==> src/rtl/color_freq_calibrate_to_hsv_top_defines.svh <==
// Assertion macros for the colour calibration and HSV top level.
// Depends on a clock named clk and a reset named rst in the using module.
`ifndef COLOR_FREQ_CALIBRATE_TO_HSV_TOP_DEFINES_SVH
`define COLOR_FREQ_CALIBRATE_TO_HSV_TOP_DEFINES_SVH

// Condition implies consequence in the same cycle
`define CFH_ASSERT_IMPL(label, cond, cons) \
  label: assert property (@(posedge clk) disable iff (rst) (cond) |-> (cons)) \
    else $error("cfh assertion failed");

// Condition implies consequence in the next cycle
`define CFH_ASSERT_NEXT(label, cond, cons) \
  label: assert property (@(posedge clk) disable iff (rst) (cond) |=> (cons)) \
    else $error("cfh assertion failed");

`endif

==> src/rtl/cfh_pkg.sv <==
// Shared types, constants and helpers for the colour calibration and HSV pipeline.
// No dependencies.
`default_nettype none
package cfh_pkg;

  localparam int FREQ_BITS  = 20;
  localparam int LEVEL_BITS = 8;
  localparam int IDX_BITS   = 3;

  // Configuration register indexes
  typedef enum logic [IDX_BITS-1:0] {
    REG_ENABLE  = 3'd0,
    REG_RED_A   = 3'd1,
    REG_RED_B   = 3'd2,
    REG_GREEN_A = 3'd3,
    REG_GREEN_B = 3'd4,
    REG_BLUE_A  = 3'd5,
    REG_BLUE_B  = 3'd6
  } cfg_reg_t;

  localparam logic [FREQ_BITS-1:0] RED_A_RESET   = FREQ_BITS'(9185);
  localparam logic [FREQ_BITS-1:0] RED_B_RESET   = FREQ_BITS'(37571);
  localparam logic [FREQ_BITS-1:0] GREEN_A_RESET = FREQ_BITS'(8430);
  localparam logic [FREQ_BITS-1:0] GREEN_B_RESET = FREQ_BITS'(28887);
  localparam logic [FREQ_BITS-1:0] BLUE_A_RESET  = FREQ_BITS'(9652);
  localparam logic [FREQ_BITS-1:0] BLUE_B_RESET  = FREQ_BITS'(36541);

  // Hue sector offset selection
  typedef enum logic [1:0] {
    K_ZERO  = 2'd0,
    K_GREEN = 2'd1,
    K_BLUE  = 2'd2,
    K_WRAP  = 2'd3
  } sector_t;

  typedef struct packed {
    logic [FREQ_BITS-1:0] red_freq;
    logic [FREQ_BITS-1:0] green_freq;
    logic [FREQ_BITS-1:0] blue_freq;
  } in_t;

  typedef struct packed {
    logic [7:0]  red_level;
    logic [7:0]  green_level;
    logic [7:0]  blue_level;
    logic [15:0] hue_centideg;
    logic [13:0] sat_centipct;
    logic [13:0] val_centipct;
  } out_t;

  // One restoring division step: returns {quotient bit, new remainder}
  function automatic logic [8:0] div_step(input logic [7:0] rem, input logic nbit,
                                          input logic [7:0] den);
    logic [8:0] t;
    t = {rem, nbit};
    if (t >= {1'b0, den}) begin
      div_step = {1'b1, 8'(t - {1'b0, den})};
    end else begin
      div_step = {1'b0, t[7:0]};
    end
  endfunction

endpackage
`default_nettype wire

==> src/rtl/color_freq_calibrate_to_hsv_top.sv <==
// Top level: configuration registers, valid/stall pipeline control, HSV front end.
// Depends on cfh_pkg, cfh_cal, cfh_hdiv and the shared assertion macro header.
//
//   Port group  Direction  Transfer condition
//   in_*        input      in_valid high and in_stall low
//   out_*       output     out_valid high and out_stall low
//   cfg_*       input      cfg_we high
//
// One item enters every cycle while the pipe flows.
// Stages: 1 prep, 4 calibration divide, 1 max/min, 1 numerators, 4 HSV divide.
// Each stage advances when empty or when the next stage advances, so bubbles close up.
// Reset clears valid bits and loads the default enable and bounds.
// While enable is clear, transfers are taken and dropped.
`default_nettype none
`include "color_freq_calibrate_to_hsv_top_defines.svh"
module color_freq_calibrate_to_hsv_top (
  input  logic                           clk,
  input  logic                           rst,
  input  logic                           in_valid,
  output logic                           in_stall,
  input  cfh_pkg::in_t                   in_data,
  output logic                           out_valid,
  input  logic                           out_stall,
  output cfh_pkg::out_t                  out_data,
  input  logic                           cfg_we,
  input  logic [cfh_pkg::IDX_BITS-1:0]   cfg_index,
  input  logic [cfh_pkg::FREQ_BITS-1:0]  cfg_data
);
  localparam int FB = cfh_pkg::FREQ_BITS;

  logic          enable;
  logic [FB-1:0] red_a, red_b, green_a, green_b, blue_a, blue_b;
  logic [10:0]   v, en;

  // Configuration writes
  always_ff @(posedge clk) begin
    if (rst) begin
      enable  <= 1'b1;
      red_a   <= cfh_pkg::RED_A_RESET;
      red_b   <= cfh_pkg::RED_B_RESET;
      green_a <= cfh_pkg::GREEN_A_RESET;
      green_b <= cfh_pkg::GREEN_B_RESET;
      blue_a  <= cfh_pkg::BLUE_A_RESET;
      blue_b  <= cfh_pkg::BLUE_B_RESET;
    end else if (cfg_we) begin
      case (cfh_pkg::cfg_reg_t'(cfg_index))
        cfh_pkg::REG_ENABLE:  enable  <= cfg_data[0];
        cfh_pkg::REG_RED_A:   red_a   <= cfg_data;
        cfh_pkg::REG_RED_B:   red_b   <= cfg_data;
        cfh_pkg::REG_GREEN_A: green_a <= cfg_data;
        cfh_pkg::REG_GREEN_B: green_b <= cfg_data;
        cfh_pkg::REG_BLUE_A:  blue_a  <= cfg_data;
        cfh_pkg::REG_BLUE_B:  blue_b  <= cfg_data;
        default: ;
      endcase
    end
  end

  // Stage advance chain
  always_comb begin
    en[10] = !v[10] || !out_stall;
    for (int i = 9; i >= 0; i--) begin
      en[i] = !v[i] || en[i+1];
    end
  end

  assign in_stall = !en[0];

  // Valid bits
  always_ff @(posedge clk) begin
    if (rst) begin
      v <= '0;
    end else begin
      if (en[0]) begin
        v[0] <= in_valid && enable;
      end
      for (int i = 1; i < 11; i++) begin
        if (en[i]) begin
          v[i] <= v[i-1];
        end
      end
    end
  end

  // Calibration per channel
  logic [7:0] rl, gl, bl;

  cfh_cal u_cal_r (.clk(clk), .en(en[4:0]), .freq(in_data.red_freq),
                   .bound_a(red_a), .bound_b(red_b), .level(rl));
  cfh_cal u_cal_g (.clk(clk), .en(en[4:0]), .freq(in_data.green_freq),
                   .bound_a(green_a), .bound_b(green_b), .level(gl));
  cfh_cal u_cal_b (.clk(clk), .en(en[4:0]), .freq(in_data.blue_freq),
                   .bound_a(blue_a), .bound_b(blue_b), .level(bl));

  // Max, min and hue sector
  logic [7:0]       cmax_c, cmin_c;
  logic signed [8:0] delta_c;
  cfh_pkg::sector_t k_c;

  always_comb begin
    cmax_c = rl;
    if (gl > cmax_c) cmax_c = gl;
    if (bl > cmax_c) cmax_c = bl;
    cmin_c = rl;
    if (gl < cmin_c) cmin_c = gl;
    if (bl < cmin_c) cmin_c = bl;
    if (cmax_c == rl) begin
      delta_c = $signed({1'b0, gl}) - $signed({1'b0, bl});
      k_c     = delta_c[8] ? cfh_pkg::K_WRAP : cfh_pkg::K_ZERO;
    end else if (cmax_c == gl) begin
      delta_c = $signed({1'b0, bl}) - $signed({1'b0, rl});
      k_c     = cfh_pkg::K_GREEN;
    end else begin
      delta_c = $signed({1'b0, rl}) - $signed({1'b0, gl});
      k_c     = cfh_pkg::K_BLUE;
    end
  end

  logic [23:0]       lev5;
  logic [7:0]        cmax5, diff5;
  logic signed [8:0] delta5;
  cfh_pkg::sector_t  k5;

  always_ff @(posedge clk) begin
    if (en[5]) begin
      lev5   <= {rl, gl, bl};
      cmax5  <= cmax_c;
      diff5  <= cmax_c - cmin_c;
      delta5 <= delta_c;
      k5     <= k_c;
    end
  end

  // Numerators for hue, saturation and value
  logic [23:0]        kd;
  logic signed [24:0] dext, num_c;

  always_comb begin
    case (k5)
      cfh_pkg::K_ZERO:  kd = '0;
      cfh_pkg::K_GREEN: kd = 24'(diff5) * 24'd12000;
      cfh_pkg::K_BLUE:  kd = 24'(diff5) * 24'd24000;
      cfh_pkg::K_WRAP:  kd = 24'(diff5) * 24'd36000;
      default:          kd = '0;
    endcase
    dext  = {{16{delta5[8]}}, delta5};
    num_c = dext * 25'sd6000 + $signed({1'b0, kd});
  end

  logic [23:0] lev6, hnum6, snum6, vnum6;
  logic [7:0]  diff6, cmax6;
  logic        grey6, black6;

  always_ff @(posedge clk) begin
    if (en[6]) begin
      lev6   <= lev5;
      hnum6  <= num_c[23:0];
      snum6  <= 24'(diff5) * 24'd10000;
      vnum6  <= 24'(cmax5) * 24'd10000;
      diff6  <= diff5;
      cmax6  <= cmax5;
      grey6  <= (diff5 == 8'd0);
      black6 <= (cmax5 == 8'd0);
    end
  end

  // HSV dividers
  logic [15:0] hq, sq, vq;

  cfh_hdiv u_div_h (.clk(clk), .en(en[10:7]), .dividend(hnum6), .divisor(diff6), .quot(hq));
  cfh_hdiv u_div_s (.clk(clk), .en(en[10:7]), .dividend(snum6), .divisor(cmax6), .quot(sq));
  cfh_hdiv u_div_v (.clk(clk), .en(en[10:7]), .dividend(vnum6), .divisor(8'd255), .quot(vq));

  // Carry levels and flags alongside the dividers
  logic [25:0] side [0:3];

  always_ff @(posedge clk) begin
    if (en[7]) begin
      side[0] <= {lev6, grey6, black6};
    end
    for (int j = 1; j < 4; j++) begin
      if (en[7+j]) begin
        side[j] <= side[j-1];
      end
    end
  end

  // Result
  always_comb begin
    out_data.red_level    = side[3][25:18];
    out_data.green_level  = side[3][17:10];
    out_data.blue_level   = side[3][9:2];
    out_data.hue_centideg = side[3][1] ? 16'd0 : hq;
    out_data.sat_centipct = side[3][0] ? 14'd0 : sq[13:0];
    out_data.val_centipct = vq[13:0];
  end

  assign out_valid = v[10];

  `CFH_ASSERT_NEXT(a_disabled_drop, in_valid && !in_stall && !enable, !v[0])
  `CFH_ASSERT_IMPL(a_hue_range, out_valid, out_data.hue_centideg < 16'd36000)
  `CFH_ASSERT_IMPL(a_sat_range, out_valid, out_data.sat_centipct <= 14'd10000)
  `CFH_ASSERT_IMPL(a_val_range, out_valid, out_data.val_centipct <= 14'd10000)

endmodule
`default_nettype wire

==> src/rtl/cfh_cal.sv <==
// One channel of frequency calibration: bound ordering, then an 8-bit restoring divide.
// Depends on cfh_pkg. Five register stages, two quotient bits per divide stage.
`default_nettype none
module cfh_cal (
  input  logic                          clk,
  input  logic [4:0]                    en,
  input  logic [cfh_pkg::FREQ_BITS-1:0] freq,
  input  logic [cfh_pkg::FREQ_BITS-1:0] bound_a,
  input  logic [cfh_pkg::FREQ_BITS-1:0] bound_b,
  output logic [7:0]                    level
);
  localparam int FB = cfh_pkg::FREQ_BITS;
  localparam int NB = FB + 8;

  logic [FB-1:0] lo, hi, d_c, n_c;
  logic          zero_c, full_c;
  logic [NB-1:0] num_c;

  logic [NB-1:0] num_s  [0:4];
  logic [FB-1:0] d_s    [0:4];
  logic [FB-1:0] r_s    [0:4];
  logic [7:0]    q_s    [0:4];
  logic          zero_s [0:4];
  logic          full_s [0:4];

  // Order the bounds and form numerator and divisor
  always_comb begin
    if (bound_a < bound_b) begin
      lo = bound_a;
      hi = bound_b;
    end else begin
      lo = bound_b;
      hi = bound_a;
    end
    if (bound_a == bound_b) begin
      zero_c = (freq <= FB'(1));
      full_c = 1'b0;
      d_c    = freq;
      n_c    = freq - FB'(1);
    end else begin
      zero_c = (freq <= lo);
      full_c = (freq >= hi);
      d_c    = hi - lo;
      n_c    = freq - lo;
    end
    num_c = {n_c, 8'b0} - {8'b0, n_c};
  end

  // Hold prepared operands
  always_ff @(posedge clk) begin
    if (en[0]) begin
      num_s[0]  <= num_c;
      d_s[0]    <= d_c;
      r_s[0]    <= num_c[NB-1:8];
      q_s[0]    <= '0;
      zero_s[0] <= zero_c;
      full_s[0] <= full_c;
    end
  end

  // Divide stages, two quotient bits each
  for (genvar j = 1; j < 5; j++) begin : g_div
    logic [FB:0]   t1, t2;
    logic [FB-1:0] r1, r2;
    logic          qa, qb;

    always_comb begin
      t1 = {r_s[j-1], num_s[j-1][9-2*j]};
      qa = (t1 >= {1'b0, d_s[j-1]});
      r1 = qa ? FB'(t1 - {1'b0, d_s[j-1]}) : t1[FB-1:0];
      t2 = {r1, num_s[j-1][8-2*j]};
      qb = (t2 >= {1'b0, d_s[j-1]});
      r2 = qb ? FB'(t2 - {1'b0, d_s[j-1]}) : t2[FB-1:0];
    end

    always_ff @(posedge clk) begin
      if (en[j]) begin
        num_s[j]  <= num_s[j-1];
        d_s[j]    <= d_s[j-1];
        r_s[j]    <= r2;
        q_s[j]    <= {q_s[j-1][5:0], qa, qb};
        zero_s[j] <= zero_s[j-1];
        full_s[j] <= full_s[j-1];
      end
    end
  end

  // Clamp to the 8-bit range
  assign level = zero_s[4] ? 8'h00 : (full_s[4] ? 8'hFF : q_s[4]);

endmodule
`default_nettype wire

==> src/rtl/cfh_hdiv.sv <==
// 24-by-8 restoring divider giving a 16-bit quotient over four register stages.
// Depends on cfh_pkg (div_step). Four quotient bits per stage.
`default_nettype none
module cfh_hdiv (
  input  logic        clk,
  input  logic [3:0]  en,
  input  logic [23:0] dividend,
  input  logic [7:0]  divisor,
  output logic [15:0] quot
);
  logic [23:0] n_s [0:3];
  logic [7:0]  d_s [0:3];
  logic [7:0]  r_s [0:3];
  logic [15:0] q_s [0:3];

  for (genvar j = 0; j < 4; j++) begin : g_st
    logic [23:0] n_in;
    logic [7:0]  d_in, r_in, r_c;
    logic [15:0] q_in, q_c;
    logic [8:0]  st;

    if (j == 0) begin : g_first
      assign n_in = dividend;
      assign d_in = divisor;
      assign r_in = dividend[23:16];
      assign q_in = '0;
    end else begin : g_next
      assign n_in = n_s[j-1];
      assign d_in = d_s[j-1];
      assign r_in = r_s[j-1];
      assign q_in = q_s[j-1];
    end

    // Four dependent subtract steps
    always_comb begin
      r_c = r_in;
      q_c = q_in;
      st  = '0;
      for (int k = 0; k < 4; k++) begin
        st  = cfh_pkg::div_step(r_c, n_in[15-4*j-k], d_in);
        q_c = {q_c[14:0], st[8]};
        r_c = st[7:0];
      end
    end

    always_ff @(posedge clk) begin
      if (en[j]) begin
        n_s[j] <= n_in;
        d_s[j] <= d_in;
        r_s[j] <= r_c;
        q_s[j] <= q_c;
      end
    end
  end

  assign quot = q_s[3];

endmodule
`default_nettype wire

==> config.mk <==
export PLATFORM = sky130hd
export DESIGN_NAME = color_freq_calibrate_to_hsv_top
export DESIGN_NICKNAME = d
export VERILOG_FILES = /design/src/rtl/cfh_pkg.sv /design/src/rtl/color_freq_calibrate_to_hsv_top.sv /design/src/rtl/cfh_cal.sv /design/src/rtl/cfh_hdiv.sv
export VERILOG_INCLUDE_DIRS = /design/src /design/src/rtl
export SDC_FILE = /design/constraint.sdc
export NUM_CORES = 2
export LEC_CHECK = 0
export BUFFER_PORTS_ARGS = -buffer_cell sky130_fd_sc_hd__buf_2
export CORE_MARGIN = 2
export CORE_UTILIZATION = 60
export CTS_BUF_LIST = sky130_fd_sc_hd__clkbuf_4
export CTS_CLUSTER_DIAMETER = 40
export CTS_CLUSTER_SIZE = 16
export DETAILED_ROUTE_END_ITERATION = 12
export PLACE_DENSITY = 0.8
export SETUP_SLACK_MARGIN = 0.2
export SYNTH_ARGS = -nofsm -noshare
export SYNTH_HDL_FRONTEND = slang
export SYNTH_SLANG_ARGS = --single-unit
==> constraint.sdc <==
create_clock -name clk -period 10.7 [get_ports clk]
set_input_delay 1.07 -clock clk [delete_from_list [all_inputs] [get_ports clk]]
set_output_delay 1.07 -clock clk [all_outputs]
set_load 0.01 [all_outputs]
After elaboration in Yosys (flattened, before gate mapping)
Memories as Yosys holds them, arrays and structs flattened.
Cells that the tools add are included.

storage, ports and cells
  input bits = 88
  bits in writable memories = 1946
  output and inout port bits = 70
  flip-flop bits (word level) = 285
  memories = 31

memory list
  memory         depth  bits a word  read ports  clocked after Yosys merged registers in  wr ports  line                                    source
  u_cal_b.num_s  5      28           4           0                                        5         cfh_cal.sv:19                           logic [NB-1:0] num_s [0:4];
  u_cal_g.num_s  5      28           4           0                                        5         cfh_cal.sv:19
  u_cal_r.num_s  5      28           4           0                                        5         cfh_cal.sv:19
  side           4      26           4           0                                        4         color_freq_calibrate_to_hsv_top.sv:175  logic [25:0] side [0:3];
  u_cal_b.d_s    5      20           4           0                                        5         cfh_cal.sv:20                           logic [FB-1:0] d_s [0:4];
  u_cal_b.r_s    5      20           4           0                                        5         cfh_cal.sv:21                           logic [FB-1:0] r_s [0:4];
  +25 memories   --     --           --          --                                       --        --

cells by class
  $lt $le $gt $ge = 88
  reduce and logical (&&, ||, !) cells = 36
  mux-type cells = 126
  add/subtract/negate cells = 89
  equality and inequality tests = 14
  $mul = 6

operators by type and width
  cell                                                                number
  two-way mux 20 bit                                                  36
  subtractor 20 bit                                                   30
  greater-or-equal comparator 21 x 20 -> 1 bit                        24
  two-way mux 9 bit                                                   50
  greater-or-equal comparator 9 x 8 -> 1 bit                          43
  subtractor 8 bit                                                    44
  case mux 24 bit (4 select lines)                                    1
  subtractor 28 x 20 -> 28 bit                                        3
  two-way mux 8 bit                                                   10
  equality test 20 bit                                                3
  greater-or-equal comparator 20 bit                                  3
  less-or-equal comparator 20 x 1 -> 1 bit (second input constant)    3
  less-or-equal comparator 20 bit                                     3
  less-than comparator 20 bit                                         3
  subtractor 20 x 1 -> 20 bit (second input constant)                 3
  multiplier 8 x 10 -> 18 bit (second input constant)                 2
  multiplier 8 x 9 -> 17 bit (second input constant)                  2
  greater-or-equal comparator 9 x 8 -> 1 bit (second input constant)  3
  subtractor 8 x 8 -> 9 bit                                           3
  adder 23 x 24 -> 24 bit                                             1
  two-way mux 1 bit                                                   24
  subtractor 8 bit (second input constant)                            3
  multiplier 8 x 11 -> 19 bit (second input constant)                 1
  multiplier 9 x 10 -> 19 bit (second input constant)                 1
  22 further kinds                                                    60

Depth between registers and ports, before layout
  word-level depth = 14
  mapped depth = 51
  depth with buffers taken out = 49

Cells and area by module
A second synthesis with hierarchy kept.

second synthesis, totals
  cells, all modules = 11810
  area total of the unflattened synthesis = 112061.2 µm²

by module, submodules not included
  module                           cells each  times used  area each (µm²)  sequential area each (µm²)
  cfh_hdiv                         1012        3           10035.9          3363.2
  color_freq_calibrate_to_hsv_top  2149        1           22651.7          9999.6
  cfh_cal (u_cal_b)                2218        1           20011.7          6306.0
  cfh_cal (u_cal_r)                2237        1           19720.2          6306.0
  cfh_cal (u_cal_g)                2170        1           19570.0          6306.0

Worst setup path before layout
Ideal clock, no wire load.

  path type = input to output
  start = in out_stall
  end = out in_stall
  arrival = 9648 ps
  path buffers = 0
  setup slack = -18 ps
  stages = 7
  cells stage by stage = and3_1 -> inv_1 -> nor2_1 -> nand3_1 -> nor2_1 -> nand4_1 -> inv_1

between the ends
  cells in the longest elaborated chain, start to end = 13

ends and longest elaborated chain
  element                        line                                   source
  from (decl)                    color_freq_calibrate_to_hsv_top.sv:23  input logic out_stall,
  zero test 1 bit                color_freq_calibrate_to_hsv_top.sv:61  en[10] = !v[10] || !out_stall;
  logical OR 1 bit               color_freq_calibrate_to_hsv_top.sv:61
  logical OR 1 bit               color_freq_calibrate_to_hsv_top.sv:63  en[i] = !v[i] || en[i+1];
  net en[9]                      color_freq_calibrate_to_hsv_top.sv:33  logic [10:0] v, en;
  logical OR 1 bit (5 in a row)  color_freq_calibrate_to_hsv_top.sv:63
  net en[4]                      color_freq_calibrate_to_hsv_top.sv:33
  logical OR 1 bit (4 in a row)  color_freq_calibrate_to_hsv_top.sv:63
  zero test 1 bit                color_freq_calibrate_to_hsv_top.sv:67  assign in_stall = !en[0];
  to (decl)                      color_freq_calibrate_to_hsv_top.sv:20  output logic in_stall,

The timed path passes the listed nets, and every way through them passes these cells.

==> out/qor.tcl <==
set qor(grt_pass1_wl_um) 394300
set qor(synth_top_area_share) 0.3273
set qor(cpMaxStageDelayCell) {sky130_fd_sc_hd__edfxtp_1}
set qor(cp-start-kind) {register}
set qor(final_period_minus_worst_setup_slack_ns) 9.877
set qor(synthFlopType) {sky130_fd_sc_hd__edfxtp_1}
set qor(final_non_filler_cell_area_mm2) 0.1093
set qor(unrepaired_setup_endpoints_after_global_routing) {false}
set qor(timing.rr.start) {u_div_h.d_s[0][1]}
set qor(grt_antenna_before_repair) 8
set qor(maxSlewViolCount) 0
set qor(worstSetupEndpointType) {register}
set qor(cts.root.buffer_cell) {sky130_fd_sc_hd__clkbuf_4}
set qor(pin_count_of_the_biggest_net_entering_global_routing) 153
set qor(route.detailed.wl_per_inst_um) 18.51
set qor(cts.clk_slew.worst_paths_ns) 0.13
set qor(synth_most_common_cell) {sky130_fd_sc_hd__ha_1}
set qor(cts-buffers-inserted) 181
set qor(ant_nets) 0
set qor(max_freq_ghz) 0.1012
set qor(synth_commonest_cells) {1239 x sky130_fd_sc_hd__ha_1, 1115 x sky130_fd_sc_hd__edfxtp_1, 1048 x sky130_fd_sc_hd__inv_1}
set qor(core_area_mm2) 0.1695
set qor(synth.yosys.seq_area_share) 0.3531
set qor(dr_total_vias) 79856
set qor(cp_num_buf_inv) 7
set qor(hp-class) {input port to register}
set qor(status) {completed}
set qor(worst_setup_slack_for_register_to_register_paths_ns) 0.82
set qor(post-route-period-util) 0.9231
set qor(synth.net_count) 12129
set qor(yosysWarningCount) 0
set qor(vias_per_cell) 6.021
set qor(fp.dieW_um) 416.9
set qor(drt-pass1-iter-count) 8
set qor(slew_at_the_pin_with_the_worst_max_slew_slack_ns) 1.182
set qor(fraction_of_final_layout_cells_with_drive_strength_greater_than_1) 0.1065
set qor(hp-start) {cfg_data[4]}
set qor(edff_count_synth) 1115
set qor(final_gp_congestion) 0.9750
set qor(grt_util_all_layers) 0.2764
set qor(postSynth.asyncResetShare) 0
set qor(synth_area_leaders) {sky130_fd_sc_hd__edfxtp_1 33%, sky130_fd_sc_hd__ha_1 15%, sky130_fd_sc_hd__xnor2_1 4.6%}
set qor(clock-sinks) 1247
set qor(fill_cells) 13425
set qor(path_common_cell) {sky130_fd_sc_hd__o21ai_0}
set qor(report.final.hold_viol_count) 0
set qor(cts-root-to-sink-buffers) 3
set qor(synth_largest_area_cell) {sky130_fd_sc_hd__edfxtp_1}
set qor(global_route_total_overflow) 0
set qor(post_dp_hpwl_um) 194600
set qor(crit_arrival_ns) 10.88
set qor(portBuffers) 157
set qor(critical_path.startpoint) {u_div_h.d_s[0][1]}
set qor(die_area_mm2) 0.1738
set qor(detail_route.drc_violations) 0
set qor(setup-tns-final_ns) 0
set qor(post_synth_instance_area_mm2) 0.1023
set qor(io-pin-count) 158
set qor(finalSetupViolations) 0
set qor(place_ws_ns) 0.2106
set qor(grt_pass1_vias) 78154
set qor(post_synth.cell_area_avg_um2) 9.595
set qor(utilization) 0.6451
set qor(die_h_um) 416.9
set qor(post_synth_inst_count) 10663
set qor(path_delay_family) {compound AO/OA/AOI/OAI gates}
set qor(finalNetCount) 12348
set qor(crit_required_ns) 11.70
set qor(synth.lib_cells_used.distinct) 126
set qor(syn2layout_area_growth_pct) 6.851
set qor(setup.worst_path.class) {register to register}
set qor(skew_ns) 0.1130
set qor(timing.max_cap.violations) 0
set qor(finalWorstSetupSlack_ns) 0.8226
set qor(crit_path_max_incr_delay_ns) 0.43
set qor(max_slew_margin) 0.2120
set qor(drt_iter0_drc) 5852
set qor(count_of_h_tree_levels_built_during_cts) 4
set qor(floorplan.initialDensity) 0.6037
set qor(cts_tree) {yes}
set qor(timing.critical_path.fanout_max) 10
set qor(detailed_place.area_mm2) 0.1055
set qor(route.final.wire_length_um) 245500
set qor(synth-seq-cells) 1247
set qor(worst_skew_pair.late_latency_ns) 1.32
set qor(fp-row-count) 151
## cell type report
type	count	area [um2]	area share
Sequential cell	1247	36120	0.3304
Tap cell	2218	2775	0.02539
Clock inverter	155	1849	0.01692
Timing Repair Buffer	283	1794	0.01641
Multi-Input combinational cell	8112	61370	0.5614
Clock buffer	188	1411	0.01291
Inverter	1057	3986	0.03646
Antenna cell	3	7.507	0.00006867
## timing repair
action,CTS,global route
endpoints found under the hold margin,41,0
endpoints found under the setup margin,8,53
hold buffers,16,0
pin swaps,1,7
setup buffers,0,30
resized for setup,1,49
## sequential cells by signal (all words and copies together), names as in the netlist, 24 cells and up
register / count
lev6: 24
u_div_h.q_s: 40
u_cal_b.r_s: 61
u_div_s.q_s: 32
u_cal_b.num_s: 39
u_div_h.r_s: 24
u_cal_r.d_s: 80
u_cal_g.r_s: 80
u_div_h.d_s: 24
side: 104
u_cal_b.d_s: 80
u_cal_g.d_s: 80
u_div_s.r_s: 24
u_cal_r.r_s: 80
u_div_s.d_s: 24
u_div_v.q_s: 32
lev5: 24
## kinds of logic after synthesis
family                   after synthesis  share of synthesized area
buffers and inverters               1304                    0.04965
flip-flops                          1247                     0.3531
XOR/XNOR                             768                    0.06582
AO/OA/AOI/OAI                       2649                     0.1654
AND/OR/NAND/NOR                     2819                     0.1339
multiplexers                         498                    0.05337
adder cells (fa/ha/maj)             1378                     0.1787
## stage by stage
stage	instances	hold WS (ns)
floorplan	10663	0.4003
global placement	12871	0.4004
detailed placement	12871	0.4045
CTS	13230	0.004673
global route	13263	0.06294
finish	13263	0.1478
## worst paths after layout
path / to / depth (start not counted)
max reg2reg: u_div_h.r_s[1][3] / 50
min reg2reg: u_cal_b.num_s[0][28] / 0
max: u_div_h.r_s[1][3] / 50
min: green_a[4] / 3
## worst reg2reg max path: cells and delay by family, from the launching register on
kind                       cells  cell delay [ns]
muxes                          2             0.67
AOI/OAI and AO/OA             30             5.42
adders and majority gates      4             1.27
and+or+nand+nor                7             0.86
DFF                            1             0.43
buffers and inverters          7             0.98
## metal layers
metal | part of all wire | vias up | global-route usage
li1 | - | 39090 | -
met1 | 0.42 | 37688 | 0.3467
met2 | 0.49 | 2448 | 0.4829
met3 | 0.048 | 620 | 0.03020
met4 | 0.042 | 10 | 0.1182
met5 | 0.00023 | - | 0
## placed cells by master (no fill, tap or decap), types with 45 or more instances in the layout
cell	instances
sky130_fd_sc_hd__a211o_1	45
sky130_fd_sc_hd__a211oi_1	55
sky130_fd_sc_hd__a21boi_0	82
sky130_fd_sc_hd__a21o_1	295
sky130_fd_sc_hd__a21oi_1	780
sky130_fd_sc_hd__a31oi_1	70
sky130_fd_sc_hd__and2_1	52
sky130_fd_sc_hd__and3_1	90
sky130_fd_sc_hd__buf_2	156
sky130_fd_sc_hd__buf_4	108
sky130_fd_sc_hd__clkbuf_4	188
sky130_fd_sc_hd__dfxtp_1	132
sky130_fd_sc_hd__edfxtp_1	1115
sky130_fd_sc_hd__fa_1	139
sky130_fd_sc_hd__ha_1	1239
sky130_fd_sc_hd__inv_1	1042
sky130_fd_sc_hd__inv_6	50
sky130_fd_sc_hd__mux2_2	362
sky130_fd_sc_hd__mux2i_1	123
sky130_fd_sc_hd__nand2_1	830
sky130_fd_sc_hd__nand2b_1	146
sky130_fd_sc_hd__nand3_1	161
sky130_fd_sc_hd__nand4_1	154
sky130_fd_sc_hd__nor2_1	722
sky130_fd_sc_hd__nor2b_1	203
sky130_fd_sc_hd__nor3_1	151
sky130_fd_sc_hd__o21a_1	115
sky130_fd_sc_hd__o21ai_0	601
sky130_fd_sc_hd__o21ai_1	47
sky130_fd_sc_hd__o21bai_1	106
sky130_fd_sc_hd__o31ai_1	75
sky130_fd_sc_hd__or3_1	52
sky130_fd_sc_hd__xnor2_1	532
sky130_fd_sc_hd__xor2_1	235
Power is not shown: default switching activity piles up to over one toggle a cycle in this logic, so the estimate is an artifact.
